## src/hw/rtl/stepper_ramp_motion_controller_top_defines.svh

```systemverilog
// assertion macros for the stepper ramp controller
`ifndef STEPPER_RAMP_MOTION_CONTROLLER_TOP_DEFINES_SVH
`define STEPPER_RAMP_MOTION_CONTROLLER_TOP_DEFINES_SVH

// implication checked on every clock edge outside reset
`define SRMC_ASSERT_IMP(label, ante, cons, msg) \
    label: assert property (@(posedge clk) disable iff (!rst_n) (ante) |-> (cons)) \
        else $error(msg);

// implication checked in the cycle after the antecedent
`define SRMC_ASSERT_NEXT(label, ante, cons, msg) \
    label: assert property (@(posedge clk) disable iff (!rst_n) (ante) |=> (cons)) \
        else $error(msg);

`endif

```

## src/hw/rtl/srmc_pkg.sv

```systemverilog
// shared types and constants for the stepper ramp controller
package srmc_pkg;

    localparam logic [1:0] CMD_TICK      = 2'd0;
    localparam logic [1:0] CMD_SET_GOAL  = 2'd1;
    localparam logic [1:0] CMD_SET_STOP  = 2'd2;
    localparam logic [1:0] CMD_SET_STEPS = 2'd3;

    localparam logic [1:0] MODE_STOP  = 2'd0;
    localparam logic [1:0] MODE_ACCEL = 2'd1;
    localparam logic [1:0] MODE_RUN   = 2'd2;
    localparam logic [1:0] MODE_DECEL = 2'd3;

    localparam int DIV_W = 40;
    localparam int DIV_STEPS = 40;
    localparam logic [15:0] PERIOD_MAX = 16'hffff;

    // divider operand selection
    typedef enum logic [2:0] {
        DSEL_STEPS,
        DSEL_RAMP,
        DSEL_LEFT,
        DSEL_RIGHT,
        DSEL_FREQ,
        DSEL_BRAKE
    } dsel_t;

    typedef struct packed {
        logic  load_in;
        logic  div_start;
        dsel_t div_sel;
        logic  do_count;
        logic  do_ramp;
        logic  do_steer;
        logic  do_brake_mul;
        logic  do_brake;
        logic  do_finish;
    } ctl_cmd_t;

    typedef struct packed {
        logic div_busy;
    } ctl_stat_t;

endpackage

```

## src/hw/rtl/stepper_ramp_motion_controller_top.sv

```systemverilog
// a tick outside stop mode runs five divider passes and a braking step, then the state update
// set commands and stop-mode ticks go straight to the state update; the result then waits until taken
// one request at a time; the next request is taken the cycle after the result leaves;
// the shared divider sets the pace of a tick
// rst_n is asynchronous, active low; it clears the mode, counters, steering periods and duty_offset
`include "stepper_ramp_motion_controller_top_defines.svh"
module stepper_ramp_motion_controller_top
(
    input  logic              clk,
    input  logic              rst_n,
    input  logic              psel,
    input  logic              penable,
    input  logic              pwrite,
    input  logic [1:0]        paddr,
    input  logic [31:0]       pwdata,
    output logic [31:0]       prdata,
    output logic              pready,
    input  logic              in_valid,
    output logic              in_stall,
    input  logic [1:0]        cmd,
    input  logic [31:0]       value,
    input  logic signed [7:0] steer_pct,
    output logic              out_valid,
    input  logic              out_stall,
    output logic [1:0]        mode,
    output logic              motors_on,
    output logic [15:0]       common_period,
    output logic [15:0]       left_period,
    output logic [15:0]       right_period,
    output logic [15:0]       left_duty,
    output logic [15:0]       right_duty,
    output logic              distance_event,
    output logic [31:0]       steps_to_stop
);
    localparam logic [1:0] ADDR_DUTY = 2'd0;

    logic [15:0] duty_reg;
    srmc_pkg::ctl_cmd_t  ctl;
    srmc_pkg::ctl_stat_t stat;

    assign pready = 1'b1;
    assign prdata = (paddr == ADDR_DUTY) ? {16'd0, duty_reg} : '0;

    always_ff @(posedge clk or negedge rst_n)
    begin
        if (!rst_n)
            duty_reg <= '0;
        else if (psel && penable && pwrite && paddr == ADDR_DUTY)
            duty_reg <= pwdata[15:0];
    end

    srmc_ctrl u_ctrl
    (
        .clk       (clk),
        .rst_n     (rst_n),
        .in_valid  (in_valid),
        .in_cmd    (cmd),
        .cur_mode  (mode),
        .in_stall  (in_stall),
        .out_valid (out_valid),
        .out_stall (out_stall),
        .stat      (stat),
        .ctl       (ctl)
    );

    srmc_datapath u_dp
    (
        .clk            (clk),
        .rst_n          (rst_n),
        .ctl            (ctl),
        .stat           (stat),
        .cmd            (cmd),
        .value          (value),
        .steer_pct      (steer_pct),
        .duty_offset    (duty_reg),
        .mode           (mode),
        .motors_on      (motors_on),
        .common_period  (common_period),
        .left_period    (left_period),
        .right_period   (right_period),
        .left_duty      (left_duty),
        .right_duty     (right_duty),
        .distance_event (distance_event),
        .steps_to_stop  (steps_to_stop)
    );

    `SRMC_ASSERT_IMP(a_no_take_while_out, out_valid, in_stall, "request taken while result pending")
    `SRMC_ASSERT_NEXT(a_out_holds, out_valid && out_stall, out_valid && $stable(common_period), "stalled result changed")
    `SRMC_ASSERT_IMP(a_stop_drivers_off, out_valid && mode == srmc_pkg::MODE_STOP && $past(mode) != srmc_pkg::MODE_STOP, !motors_on, "stop with drivers on")
endmodule

```

## src/hw/rtl/srmc_divider.sv

```systemverilog
// iterative restoring divider, one quotient bit per cycle
module srmc_divider
(
    input  logic                         clk,
    input  logic                         rst_n,
    input  logic                         start,
    input  logic [srmc_pkg::DIV_W-1:0]   dividend,
    input  logic [srmc_pkg::DIV_W-1:0]   divisor,
    output logic                         busy,
    output logic [srmc_pkg::DIV_W-1:0]   quotient
);
    localparam int W = srmc_pkg::DIV_W;
    localparam int CW = $clog2(srmc_pkg::DIV_STEPS + 1);

    logic [W-1:0]  quo_reg, quo_next;
    logic [W-1:0]  rem_reg, rem_next;
    logic [W-1:0]  den_reg, den_next;
    logic [CW-1:0] cnt_reg, cnt_next;
    logic [W:0]    trial;

    always_comb
    begin
        quo_next = quo_reg;
        rem_next = rem_reg;
        den_next = den_reg;
        cnt_next = cnt_reg;
        trial = {rem_reg, quo_reg[W-1]} - {1'b0, den_reg};
        if (start)
        begin
            quo_next = dividend;
            rem_next = '0;
            den_next = divisor;
            cnt_next = CW'(srmc_pkg::DIV_STEPS);
        end
        else if (cnt_reg != '0)
        begin
            if (!trial[W])
            begin
                rem_next = trial[W-1:0];
                quo_next = {quo_reg[W-2:0], 1'b1};
            end
            else
            begin
                rem_next = {rem_reg[W-2:0], quo_reg[W-1]};
                quo_next = {quo_reg[W-2:0], 1'b0};
            end
            cnt_next = cnt_reg - 1'b1;
        end
    end

    always_ff @(posedge clk or negedge rst_n)
    begin
        if (!rst_n)
            cnt_reg <= '0;
        else
            cnt_reg <= cnt_next;
    end

    always_ff @(posedge clk)
    begin
        quo_reg <= quo_next;
        rem_reg <= rem_next;
        den_reg <= den_next;
    end

    assign busy = (cnt_reg != '0);
    assign quotient = quo_reg;
endmodule

```

## src/hw/rtl/srmc_datapath.sv

```systemverilog
// state registers, shared divider and result registers of the ramp controller
module srmc_datapath
(
    input  logic                       clk,
    input  logic                       rst_n,
    input  srmc_pkg::ctl_cmd_t         ctl,
    output srmc_pkg::ctl_stat_t        stat,
    input  logic [1:0]                 cmd,
    input  logic [31:0]                value,
    input  logic signed [7:0]          steer_pct,
    input  logic [15:0]                duty_offset,
    output logic [1:0]                 mode,
    output logic                       motors_on,
    output logic [15:0]                common_period,
    output logic [15:0]                left_period,
    output logic [15:0]                right_period,
    output logic [15:0]                left_duty,
    output logic [15:0]                right_duty,
    output logic                       distance_event,
    output logic [31:0]                steps_to_stop
);
    localparam int W = srmc_pkg::DIV_W;

    logic [1:0]  cmd_reg;
    logic [31:0] val_reg;
    logic signed [7:0] lock_reg;
    logic [1:0]  mode_reg, mode_next;
    logic [15:0] ramp_reg, ramp_next;
    logic [15:0] pnow_reg, pnow_next;
    logic [15:0] pgoal_reg, pgoal_next;
    logic [15:0] lper_reg, lper_next;
    logic [15:0] rper_reg, rper_next;
    logic [31:0] brake_reg, brake_next;
    logic [31:0] total_reg, total_next;
    logic [31:0] sgoal_reg, sgoal_next;
    logic [31:0] stopl_reg, stopl_next;
    logic        drv_reg, drv_next;
    logic        ev_reg, ev_next;
    logic [31:0] ns_reg, ns_next;
    logic [19:0] q_reg, q_next;
    logic [39:0] qsq_reg, qsq_next;
    logic [12:0] q1_reg, q1_next;
    logic [5:0]  r1_reg, r1_next;

    logic         div_busy;
    logic [W-1:0] div_q;
    logic [W-1:0] dend, dsor;
    logic [15:0]  psafe;
    logic signed [7:0] lock_c;
    logic [7:0]   lsum, rsum;
    logic [31:0]  total_add;
    logic [16:0]  pdec;
    logic signed [17:0] diff_ag, diff_ga, tol;
    logic [32:0]  tol_prod;
    logic [36:0]  m1_prod;
    logic [17:0]  r1_full;
    logic [22:0]  b_lo;
    logic [45:0]  m2_prod;
    logic [29:0]  brake_q;

    assign psafe = (pnow_reg == '0) ? 16'd1 : pnow_reg;
    assign lock_c = (lock_reg > 8'sd99) ? 8'sd99 :
                    (lock_reg < -8'sd99) ? -8'sd99 : lock_reg;
    assign lsum = 8'(8'sd100 + lock_c);
    assign rsum = 8'(8'sd100 - lock_c);

    always_comb
    begin
        dend = '0;
        dsor = W'(1);
        case (ctl.div_sel)
            srmc_pkg::DSEL_STEPS: begin dend = W'(10000); dsor = W'(psafe); end
            srmc_pkg::DSEL_RAMP:  begin dend = W'(pnow_reg); dsor = W'({1'b0, ramp_reg} + 17'd2); end
            srmc_pkg::DSEL_LEFT:  begin dend = W'(pnow_reg) * W'(100); dsor = W'(lsum); end
            srmc_pkg::DSEL_RIGHT: begin dend = W'(pnow_reg) * W'(100); dsor = W'(rsum); end
            srmc_pkg::DSEL_FREQ:  begin dend = W'(1000000); dsor = W'(psafe); end
            default:              begin dend = '0; dsor = W'(1); end
        endcase
    end

    srmc_divider u_div
    (
        .clk      (clk),
        .rst_n    (rst_n),
        .start    (ctl.div_start),
        .dividend (dend),
        .divisor  (dsor),
        .busy     (div_busy),
        .quotient (div_q)
    );

    assign stat.div_busy = div_busy;

    // braking distance q*q/1568: drop 5 bits, then divide by 49 in two
    // reciprocal steps, high 18 bits first, remainder carried into the low part
    assign m1_prod = 37'(qsq_reg[39:22]) * 37'(19'd342393);
    assign q1_next = m1_prod[36:24];
    assign r1_full = qsq_reg[39:22] - ({5'd0, q1_next} * 18'd49);
    assign r1_next = r1_full[5:0];
    assign b_lo = {r1_reg, qsq_reg[21:5]};
    assign m2_prod = 46'(b_lo) * 46'(23'd5478275);
    assign brake_q = {q1_reg, m2_prod[44:28]};

    assign total_add = total_reg + div_q[31:0];
    assign pdec = {1'b0, pnow_reg} + 17'(div_q[15:0]);
    assign diff_ag = $signed({2'b0, pnow_reg}) - $signed({2'b0, pgoal_reg});
    assign diff_ga = $signed({2'b0, pgoal_reg}) - $signed({2'b0, pnow_reg});
    // goal/50 by reciprocal multiplication
    assign tol_prod = 33'(pgoal_reg) * 33'(17'd83887);
    assign tol = $signed({7'b0, tol_prod[32:22]});

    always_comb
    begin
        mode_next = mode_reg;
        ramp_next = ramp_reg;
        pnow_next = pnow_reg;
        pgoal_next = pgoal_reg;
        lper_next = lper_reg;
        rper_next = rper_reg;
        brake_next = brake_reg;
        total_next = total_reg;
        sgoal_next = sgoal_reg;
        stopl_next = stopl_reg;
        drv_next = drv_reg;
        ev_next = ev_reg;
        ns_next = ns_reg;
        q_next = q_reg;
        qsq_next = qsq_reg;
        if (ctl.load_in)
        begin
            ev_next = 1'b0;
            // ramp counter steps before its division
            if (cmd == srmc_pkg::CMD_TICK && mode_reg == srmc_pkg::MODE_ACCEL
                && ramp_reg != 16'hffff)
                ramp_next = ramp_reg + 16'd1;
            else if (cmd == srmc_pkg::CMD_TICK && mode_reg == srmc_pkg::MODE_DECEL
                && ramp_reg != 16'd0)
                ramp_next = ramp_reg - 16'd1;
        end
        if (ctl.do_count)
        begin
            ns_next = div_q[31:0];
            total_next = total_add;
            if (sgoal_reg != '0 && total_add >= sgoal_reg)
            begin
                ev_next = 1'b1;
                total_next = '0;
                sgoal_next = '0;
            end
            if (stopl_reg > brake_reg)
                stopl_next = (stopl_reg > ns_next) ? stopl_reg - ns_next : '0;
        end
        if (ctl.do_ramp)
        begin
            if (mode_reg == srmc_pkg::MODE_ACCEL)
                pnow_next = pnow_reg - div_q[15:0];
            else
                pnow_next = pdec[16] ? 16'hffff : pdec[15:0];
        end
        if (ctl.do_steer)
        begin
            if (ctl.div_sel == srmc_pkg::DSEL_LEFT)
                lper_next = (div_q > W'(16'hffff)) ? 16'hffff : div_q[15:0];
            else
                rper_next = (div_q > W'(16'hffff)) ? 16'hffff : div_q[15:0];
        end
        if (ctl.do_brake_mul)
        begin
            q_next = div_q[19:0];
            qsq_next = 40'(q_next) * 40'(q_next);
        end
        if (ctl.do_brake)
            brake_next = {2'b0, brake_q};
        if (ctl.do_finish)
        begin
            unique case (cmd_reg)
                srmc_pkg::CMD_SET_GOAL:  pgoal_next = val_reg[15:0];
                srmc_pkg::CMD_SET_STOP:  stopl_next = val_reg;
                srmc_pkg::CMD_SET_STEPS: sgoal_next = val_reg;
                srmc_pkg::CMD_TICK:
                begin
                    unique case (mode_reg)
                        srmc_pkg::MODE_STOP:
                        begin
                            if (pgoal_reg < 16'hffff)
                            begin
                                mode_next = srmc_pkg::MODE_ACCEL;
                                drv_next = 1'b1;
                            end
                        end
                        srmc_pkg::MODE_ACCEL, srmc_pkg::MODE_RUN:
                        begin
                            if (mode_reg == srmc_pkg::MODE_ACCEL)
                            begin
                                if (pnow_reg <= pgoal_reg)
                                    mode_next = srmc_pkg::MODE_RUN;
                            end
                            else if (diff_ag > tol)
                                mode_next = srmc_pkg::MODE_ACCEL;
                            else if (diff_ga > tol)
                                mode_next = srmc_pkg::MODE_DECEL;
                            if (stopl_reg != '0 && brake_reg >= stopl_reg)
                            begin
                                pgoal_next = 16'hffff;
                                mode_next = srmc_pkg::MODE_DECEL;
                            end
                        end
                        srmc_pkg::MODE_DECEL:
                        begin
                            if (ramp_reg <= 16'd1)
                            begin
                                mode_next = srmc_pkg::MODE_STOP;
                                drv_next = 1'b0;
                                stopl_next = '0;
                            end
                            else if (pnow_reg >= pgoal_reg)
                                mode_next = srmc_pkg::MODE_RUN;
                        end
                        default: mode_next = mode_reg;
                    endcase
                end
                default: mode_next = mode_reg;
            endcase
        end
    end

    always_ff @(posedge clk or negedge rst_n)
    begin
        if (!rst_n)
        begin
            mode_reg <= srmc_pkg::MODE_STOP;
            ramp_reg <= '0;
            pnow_reg <= srmc_pkg::PERIOD_MAX;
            pgoal_reg <= srmc_pkg::PERIOD_MAX;
            lper_reg <= '0;
            rper_reg <= '0;
            brake_reg <= '0;
            total_reg <= '0;
            sgoal_reg <= '0;
            stopl_reg <= '0;
            drv_reg <= 1'b0;
            ev_reg <= 1'b0;
        end
        else
        begin
            mode_reg <= mode_next;
            ramp_reg <= ramp_next;
            pnow_reg <= pnow_next;
            pgoal_reg <= pgoal_next;
            lper_reg <= lper_next;
            rper_reg <= rper_next;
            brake_reg <= brake_next;
            total_reg <= total_next;
            sgoal_reg <= sgoal_next;
            stopl_reg <= stopl_next;
            drv_reg <= drv_next;
            ev_reg <= ev_next;
        end
    end

    always_ff @(posedge clk)
    begin
        ns_reg <= ns_next;
        q_reg <= q_next;
        qsq_reg <= qsq_next;
        q1_reg <= q1_next;
        r1_reg <= r1_next;
        if (ctl.load_in)
        begin
            cmd_reg <= cmd;
            val_reg <= value;
            lock_reg <= steer_pct;
        end
    end

    assign mode = mode_reg;
    assign motors_on = drv_reg;
    assign common_period = pnow_reg;
    assign left_period = lper_reg;
    assign right_period = rper_reg;
    assign left_duty = (lper_reg > duty_offset) ? lper_reg - duty_offset : '0;
    assign right_duty = (rper_reg > duty_offset) ? rper_reg - duty_offset : '0;
    assign distance_event = ev_reg;
    assign steps_to_stop = stopl_reg;
endmodule

```

## src/hw/rtl/srmc_ctrl.sv

```systemverilog
// sequencer for one request: divider passes for a running tick, then state update and result
module srmc_ctrl
(
    input  logic                  clk,
    input  logic                  rst_n,
    input  logic                  in_valid,
    input  logic [1:0]            in_cmd,
    input  logic [1:0]            cur_mode,
    output logic                  in_stall,
    output logic                  out_valid,
    input  logic                  out_stall,
    input  srmc_pkg::ctl_stat_t   stat,
    output srmc_pkg::ctl_cmd_t    ctl
);
    localparam logic [3:0] S_IDLE   = 4'd0;
    localparam logic [3:0] S_STEPS  = 4'd1;
    localparam logic [3:0] S_RAMP   = 4'd2;
    localparam logic [3:0] S_LEFT   = 4'd3;
    localparam logic [3:0] S_RIGHT  = 4'd4;
    localparam logic [3:0] S_FREQ   = 4'd5;
    localparam logic [3:0] S_BRAKE  = 4'd6;
    localparam logic [3:0] S_FINISH = 4'd7;
    localparam logic [3:0] S_OUT    = 4'd8;

    logic [3:0] state_reg, state_next;
    logic       go_reg, go_next;
    logic       accept;

    assign accept = in_valid && !in_stall;
    assign in_stall = (state_reg != S_IDLE);
    assign out_valid = (state_reg == S_OUT);

    always_comb
    begin
        state_next = state_reg;
        go_next = 1'b0;
        ctl = '0;
        ctl.div_sel = srmc_pkg::DSEL_STEPS;
        unique case (state_reg)
            S_IDLE:
            begin
                if (accept)
                begin
                    ctl.load_in = 1'b1;
                    if (in_cmd == srmc_pkg::CMD_TICK && cur_mode != srmc_pkg::MODE_STOP)
                    begin
                        state_next = S_STEPS;
                        go_next = 1'b1;
                    end
                    else
                        state_next = S_FINISH;
                end
            end
            S_STEPS, S_RAMP, S_LEFT, S_RIGHT, S_FREQ, S_BRAKE:
            begin
                unique case (state_reg)
                    S_STEPS: ctl.div_sel = srmc_pkg::DSEL_STEPS;
                    S_RAMP:  ctl.div_sel = srmc_pkg::DSEL_RAMP;
                    S_LEFT:  ctl.div_sel = srmc_pkg::DSEL_LEFT;
                    S_RIGHT: ctl.div_sel = srmc_pkg::DSEL_RIGHT;
                    S_FREQ:  ctl.div_sel = srmc_pkg::DSEL_FREQ;
                    default: ctl.div_sel = srmc_pkg::DSEL_BRAKE;
                endcase
                // braking step uses the constant reciprocal divide, not the divider
                ctl.div_start = go_reg && (state_reg != S_BRAKE);
                if (!go_reg && !stat.div_busy)
                begin
                    go_next = 1'b1;
                    unique case (state_reg)
                        S_STEPS: begin ctl.do_count = 1'b1; state_next = S_RAMP; end
                        S_RAMP:
                        begin
                            ctl.do_ramp = (cur_mode != srmc_pkg::MODE_RUN);
                            state_next = S_LEFT;
                        end
                        S_LEFT:  begin ctl.do_steer = 1'b1; state_next = S_RIGHT; end
                        S_RIGHT: begin ctl.do_steer = 1'b1; state_next = S_FREQ; end
                        S_FREQ:  begin ctl.do_brake_mul = 1'b1; state_next = S_BRAKE; end
                        default:
                        begin
                            ctl.do_brake = 1'b1;
                            go_next = 1'b0;
                            state_next = S_FINISH;
                        end
                    endcase
                end
            end
            S_FINISH:
            begin
                ctl.do_finish = 1'b1;
                state_next = S_OUT;
            end
            S_OUT:
            begin
                if (!out_stall)
                    state_next = S_IDLE;
            end
            default: state_next = S_IDLE;
        endcase
    end

    always_ff @(posedge clk or negedge rst_n)
    begin
        if (!rst_n)
        begin
            state_reg <= S_IDLE;
            go_reg <= 1'b0;
        end
        else
        begin
            state_reg <= state_next;
            go_reg <= go_next;
        end
    end
endmodule
```

## config.mk

```make
export PLATFORM = sky130hd
export DESIGN_NAME = stepper_ramp_motion_controller_top
export DESIGN_NICKNAME = d
export VERILOG_FILES = /design/src/hw/rtl/srmc_pkg.sv /design/src/hw/rtl/stepper_ramp_motion_controller_top.sv /design/src/hw/rtl/srmc_divider.sv /design/src/hw/rtl/srmc_datapath.sv /design/src/hw/rtl/srmc_ctrl.sv
export VERILOG_INCLUDE_DIRS = /design/src /design/src/hw/rtl
export SDC_FILE = /design/constraint.sdc
export NUM_CORES = 2
export LEC_CHECK = 0
export BUFFER_PORTS_ARGS = -buffer_cell sky130_fd_sc_hd__buf_2
export CAP_MARGIN = 25
export CORE_MARGIN = 2
export CORE_UTILIZATION = 65
export CTS_BUF_LIST = sky130_fd_sc_hd__clkbuf_16
export CTS_CLUSTER_SIZE = 16
export DETAILED_ROUTE_END_ITERATION = 16
export GPL_ROUTABILITY_DRIVEN = 1
export HOLD_SLACK_MARGIN = 0.08
export PLACE_DENSITY = 0.81
export SYNTH_ARGS = -nofsm -noshare
export SYNTH_HDL_FRONTEND = slang
export SYNTH_SLANG_ARGS = --single-unit
```

## constraint.sdc

```tcl
create_clock -name clk -period 13.8 [get_ports clk]
set_clock_uncertainty 0.1 [all_clocks]
set_input_delay 0 -clock clk [delete_from_list [all_inputs] [get_ports clk]]
set_output_delay 0 -clock clk [all_outputs]
set_load 0.02 [all_outputs]
```

==> metrics.txt <==
# TYPE chip_impl_metric gauge
chip_impl_metric{name="initial_utilization",unit=""} 0.654
chip_impl_metric{name="first_global_vias",unit=""} 50400
chip_impl_metric{name="die_h",unit="µm"} 307
chip_impl_metric{name="initialDrtViolationCount",unit=""} 3975
chip_impl_metric{name="boundaryPins",unit=""} 234
chip_impl_metric{name="synth_seq_area_share",unit=""} 0.187
chip_impl_metric{name="synth_area_per_cell",unit="µm²"} 9.46
chip_impl_metric{name="cts_resized",unit=""} 0
chip_impl_metric{name="timing_worst_slew_pin_value",unit="ns"} 1.07
chip_impl_metric{name="numClockSinks",unit=""} 430
chip_impl_metric{name="synth_compound_gate_area_share",unit=""} 0.122
chip_impl_metric{name="route.layer.met1.wl",unit="µm"} 64800
chip_impl_metric{name="core.rowCount",unit=""} 111
chip_impl_metric{name="grt_max_degree",unit=""} 87
chip_impl_metric{name="synth-async-reset-ratio",unit=""} 0.551
chip_impl_info{name="ys.flop_type",value="sky130_fd_sc_hd__dfrtp_1"} 1
chip_impl_info{name="highest-signal-layer",value="met4"} 1
chip_impl_metric{name="layout_min_cycle_time",unit="ns"} 8.96
chip_impl_metric{name="timing.final.hold_violations",unit=""} 0
chip_impl_metric{name="slowest_delay",unit="ns"} 0.64
chip_impl_metric{name="global_route_wire_length_before_repair",unit="µm"} 269000
chip_impl_metric{name="post-synth-top-area-fraction",unit=""} 0.234
chip_impl_metric{name="synth_warnings",unit=""} 0
chip_impl_metric{name="syn-instance-count",unit=""} 6318
chip_impl_metric{name="cts_hold_repair.buffers",unit=""} 135
chip_impl_metric{name="number_of_antenna_violations_at_the_first_check_in_global_routing",unit=""} 4
chip_impl_metric{name="detailedRoute.firstPassIterationCount",unit=""} 8
chip_impl_metric{name="grt_overflow",unit=""} 0
chip_impl_metric{name="synth_xor_xnor_area_share",unit=""} 0.0412
chip_impl_metric{name="number_of_remaining_drc_errors",unit=""} 0
chip_impl_metric{name="coreArea",unit="mm²"} 0.0914
chip_impl_metric{name="clkSlewWorstSetupHoldPaths",unit="ns"} 0.06
chip_impl_metric{name="postSynthRegisterBits",unit=""} 430
chip_impl_metric{name="cts-htree-levels",unit=""} 2
chip_impl_metric{name="post_synth_and_or_nand_nor_area_fraction",unit=""} 0.101
chip_impl_metric{name="worstPathArrival",unit="ns"} 9.41
chip_impl_metric{name="reported_max_cap_violation_count",unit=""} 0
chip_impl_metric{name="detailroute.via_count",unit=""} 47700
chip_impl_info{name="most_common_cell_type_on_the_critical_path",value="sky130_fd_sc_hd__fa_1"} 1
chip_impl_metric{name="die_area",unit="mm²"} 0.0944
chip_impl_metric{name="post_drt_wl_per_cell",unit="µm"} 21.7
chip_impl_metric{name="placement.io_buffers",unit=""} 200
chip_impl_info{name="slowest_stage",value="sky130_fd_sc_hd__dfstp_2"} 1
chip_impl_info{name="cts_root_buf",value="sky130_fd_sc_hd__clkbuf_16"} 1
chip_impl_metric{name="worstPathBufferInverterCount",unit=""} 4
chip_impl_info{name="rsz0062_at_grt",value="false"} 1
chip_impl_info{name="timing.setup.critical_path_class",value="reg -> reg"} 1
chip_impl_info{name="yosys-top-cells-area",value="sky130_fd_sc_hd__fa_1 (23%), sky130_fd_sc_hd__ha_1 (21%), sky130_fd_sc_hd__dfrtp_1 (8.6%), sky130_fd_sc_hd__inv_1 (7.8%), sky130_fd_sc_hd__edfxtp_1 (6.7%)"} 1
chip_impl_metric{name="max_clock_freq",unit="MHz"} 112
chip_impl_metric{name="routed_via_density",unit=""} 6.09
chip_impl_metric{name="post-route-period-util",unit=""} 0.649
chip_impl_metric{name="worstSkewPairLatency",unit="ns"} 0.67
chip_impl_metric{name="finalWeightedCongestion",unit=""} 1.04
chip_impl_metric{name="critPathMaxFanout",unit=""} 6
chip_impl_metric{name="dp.final_hpwl",unit="µm"} 130000
chip_impl_metric{name="fin_nets",unit=""} 8407
chip_impl_metric{name="synth_unique_cells",unit=""} 102
chip_impl_metric{name="area_growth",unit="%"} 9.11
chip_impl_metric{name="die_width",unit="µm"} 307
chip_impl_info{name="nature_of_the_critical_path_endpoint",value="flip-flop"} 1
chip_impl_info{name="tritoncts_clock_tree",value="done"} 1
chip_impl_metric{name="post_cts.repair.setup_buffers",unit=""} 0
chip_impl_metric{name="fin_hold_ws",unit="ns"} 0.115
chip_impl_info{name="run_status",value="complete, no violations"} 1
chip_impl_info{name="synth_largest_area_cell",value="sky130_fd_sc_hd__fa_1"} 1
chip_impl_metric{name="relSlewSlack",unit=""} 0.282
chip_impl_metric{name="grt_use_total",unit=""} 0.365
chip_impl_info{name="combinational_family_with_the_most_area_after_synthesis",value="adder cells"} 1
chip_impl_metric{name="setup_tns",unit="ns"} 0
chip_impl_metric{name="muxShareOfSynthArea",unit=""} 0.00699
chip_impl_metric{name="dr_wl_met3",unit="µm"} 14700
chip_impl_metric{name="synth_edf_count",unit=""} 134
chip_impl_info{name="cp-start-kind",value="flip-flop"} 1
chip_impl_metric{name="post_synth_instance_area",unit="mm²"} 0.0597
chip_impl_metric{name="report.final.slew_viol_count",unit=""} 0
chip_impl_metric{name="share_of_final_layout_standard_cells_stronger_than_drive_strength_1",unit=""} 0.0706
chip_impl_metric{name="finalWirelength",unit="µm"} 170000
chip_impl_metric{name="route.antenna.remaining_nets",unit=""} 0
chip_impl_metric{name="cts_max_path_buffers",unit=""} 3
chip_impl_metric{name="met2RoutedLength",unit="µm"} 79400
chip_impl_metric{name="synth_adder_area_share",unit=""} 0.449
chip_impl_metric{name="timing.critical_path.required",unit="ns"} 14.25
chip_impl_info{name="hold_class",value="in -> reg"} 1
chip_impl_info{name="worst_path_dominant_cell_family",value="adder cells"} 1
chip_impl_metric{name="final-setup-viol-count",unit=""} 0
chip_impl_metric{name="cts_made_buffers",unit=""} 51
## per-stage QoR
step / setup WS [ns] / std cells / utilization / area [µm²]
after global routing: 4.38 / 7830 / 0.713 / 65200
final: 4.84 / 7837 / 0.713 / 65200
after detailed placement: 4.79 / 7594 / 0.679 / 62000
after floorplan: 5.55 / 6333 / - / 59800
after CTS: 4.79 / 7825 / 0.712 / 65100
after global placement: 4.94 / 7593 / 0.679 / 62000
## layout make-up
class | instances | area (µm²)
antenna | 9 | 22.5
clock buffer | 53 | 1330
clock inverter | 43 | 373
fill | 6678 | 26200
inverter | 1255 | 4710
multi-input combinational | 4469 | 43200
sequential | 430 | 11200
tap | 1186 | 1480
timing repair buffer | 392 | 2860
## per-layer routing
metal,global-route usage,up-vias
met4,0.200,0
li1,-,21500
met3,0.0650,656
met5,0,-
met2,0.605,2186
met1,0.456,23400
## worst paths after layout
check                                   from                 end  slack, ns  cells past startpoint
max in group asynchronous              rst_n  u_dp.total_reg[10]      11.31                      5
min in group asynchronous              rst_n  u_dp.pgoal_reg[14]       0.53                      3
max reg2reg                u_dp.pgoal_reg[4]        u_dp.mode[1]       4.84                     29
min reg2reg                   u_dp.q1_reg[6]  u_dp.brake_reg[23]       0.36                      1
max                        u_dp.pgoal_reg[4]        u_dp.mode[1]       4.84                     29
min                                  penable        duty_reg[12]       0.12                      3
## layout by cell type (no fill, tap or decap), types with 134 or more instances in the layout
cell / instances
sky130_fd_sc_hd__a21oi_1: 261
sky130_fd_sc_hd__buf_2: 199
sky130_fd_sc_hd__dfrtp_1: 205
sky130_fd_sc_hd__dlygate4sd3_1: 134
sky130_fd_sc_hd__edfxtp_1: 134
sky130_fd_sc_hd__fa_1: 699
sky130_fd_sc_hd__ha_1: 1026
sky130_fd_sc_hd__inv_1: 1261
sky130_fd_sc_hd__nand2_1: 358
sky130_fd_sc_hd__nor2_1: 394
sky130_fd_sc_hd__o21ai_0: 305
sky130_fd_sc_hd__xnor2_1: 184
## synth_stat cells (45+ instances only)
cell                       number
sky130_fd_sc_hd__a211oi_1      58
sky130_fd_sc_hd__a21o_1       122
sky130_fd_sc_hd__a21oi_1      262
sky130_fd_sc_hd__a22o_1        51
sky130_fd_sc_hd__clkbuf_1     146
sky130_fd_sc_hd__dfrtp_1      205
sky130_fd_sc_hd__dfxtp_1       59
sky130_fd_sc_hd__edfxtp_1     134
sky130_fd_sc_hd__fa_1         699
sky130_fd_sc_hd__ha_1        1026
sky130_fd_sc_hd__inv_1       1249
sky130_fd_sc_hd__nand2_1      360
sky130_fd_sc_hd__nand2b_1      45
sky130_fd_sc_hd__nand3_1       62
sky130_fd_sc_hd__nand4_1       57
sky130_fd_sc_hd__nor2_1       398
sky130_fd_sc_hd__nor3_1        99
sky130_fd_sc_hd__o21ai_0      305
sky130_fd_sc_hd__xnor2_1      184
sky130_fd_sc_hd__xor2_1        94
## worst reg2reg max path, delay by kind of cell (launching register included)
| family | cells | cell delay, ns |
|---|---|---|
| AO/OA/AOI/OAI | 12 | 2.56 |
| adder cells (fa/ha/maj) | 8 | 3.75 |
| buffers and inverters | 4 | 0.35 |
| flip-flops | 1 | 0.64 |
| multiplexers | 1 | 0.31 |
| AND/OR/NAND/NOR | 4 | 1.15 |
## kinds of logic after synthesis
| kind of cell | count (synthesis) |
|---|---|
| buffers and inverters | 1434 |
| multiplexers | 39 |
| adder cells (fa/ha/maj) | 1727 |
| flip-flops | 430 |
| AND/OR/NAND/NOR | 1280 |
| AO/OA/AOI/OAI | 1127 |
| other | 2 |
| XOR/XNOR | 279 |
Power is left out: the tool's default activity adds up to more than one toggle a clock period on the data nets, which glitch-free logic cannot reach.
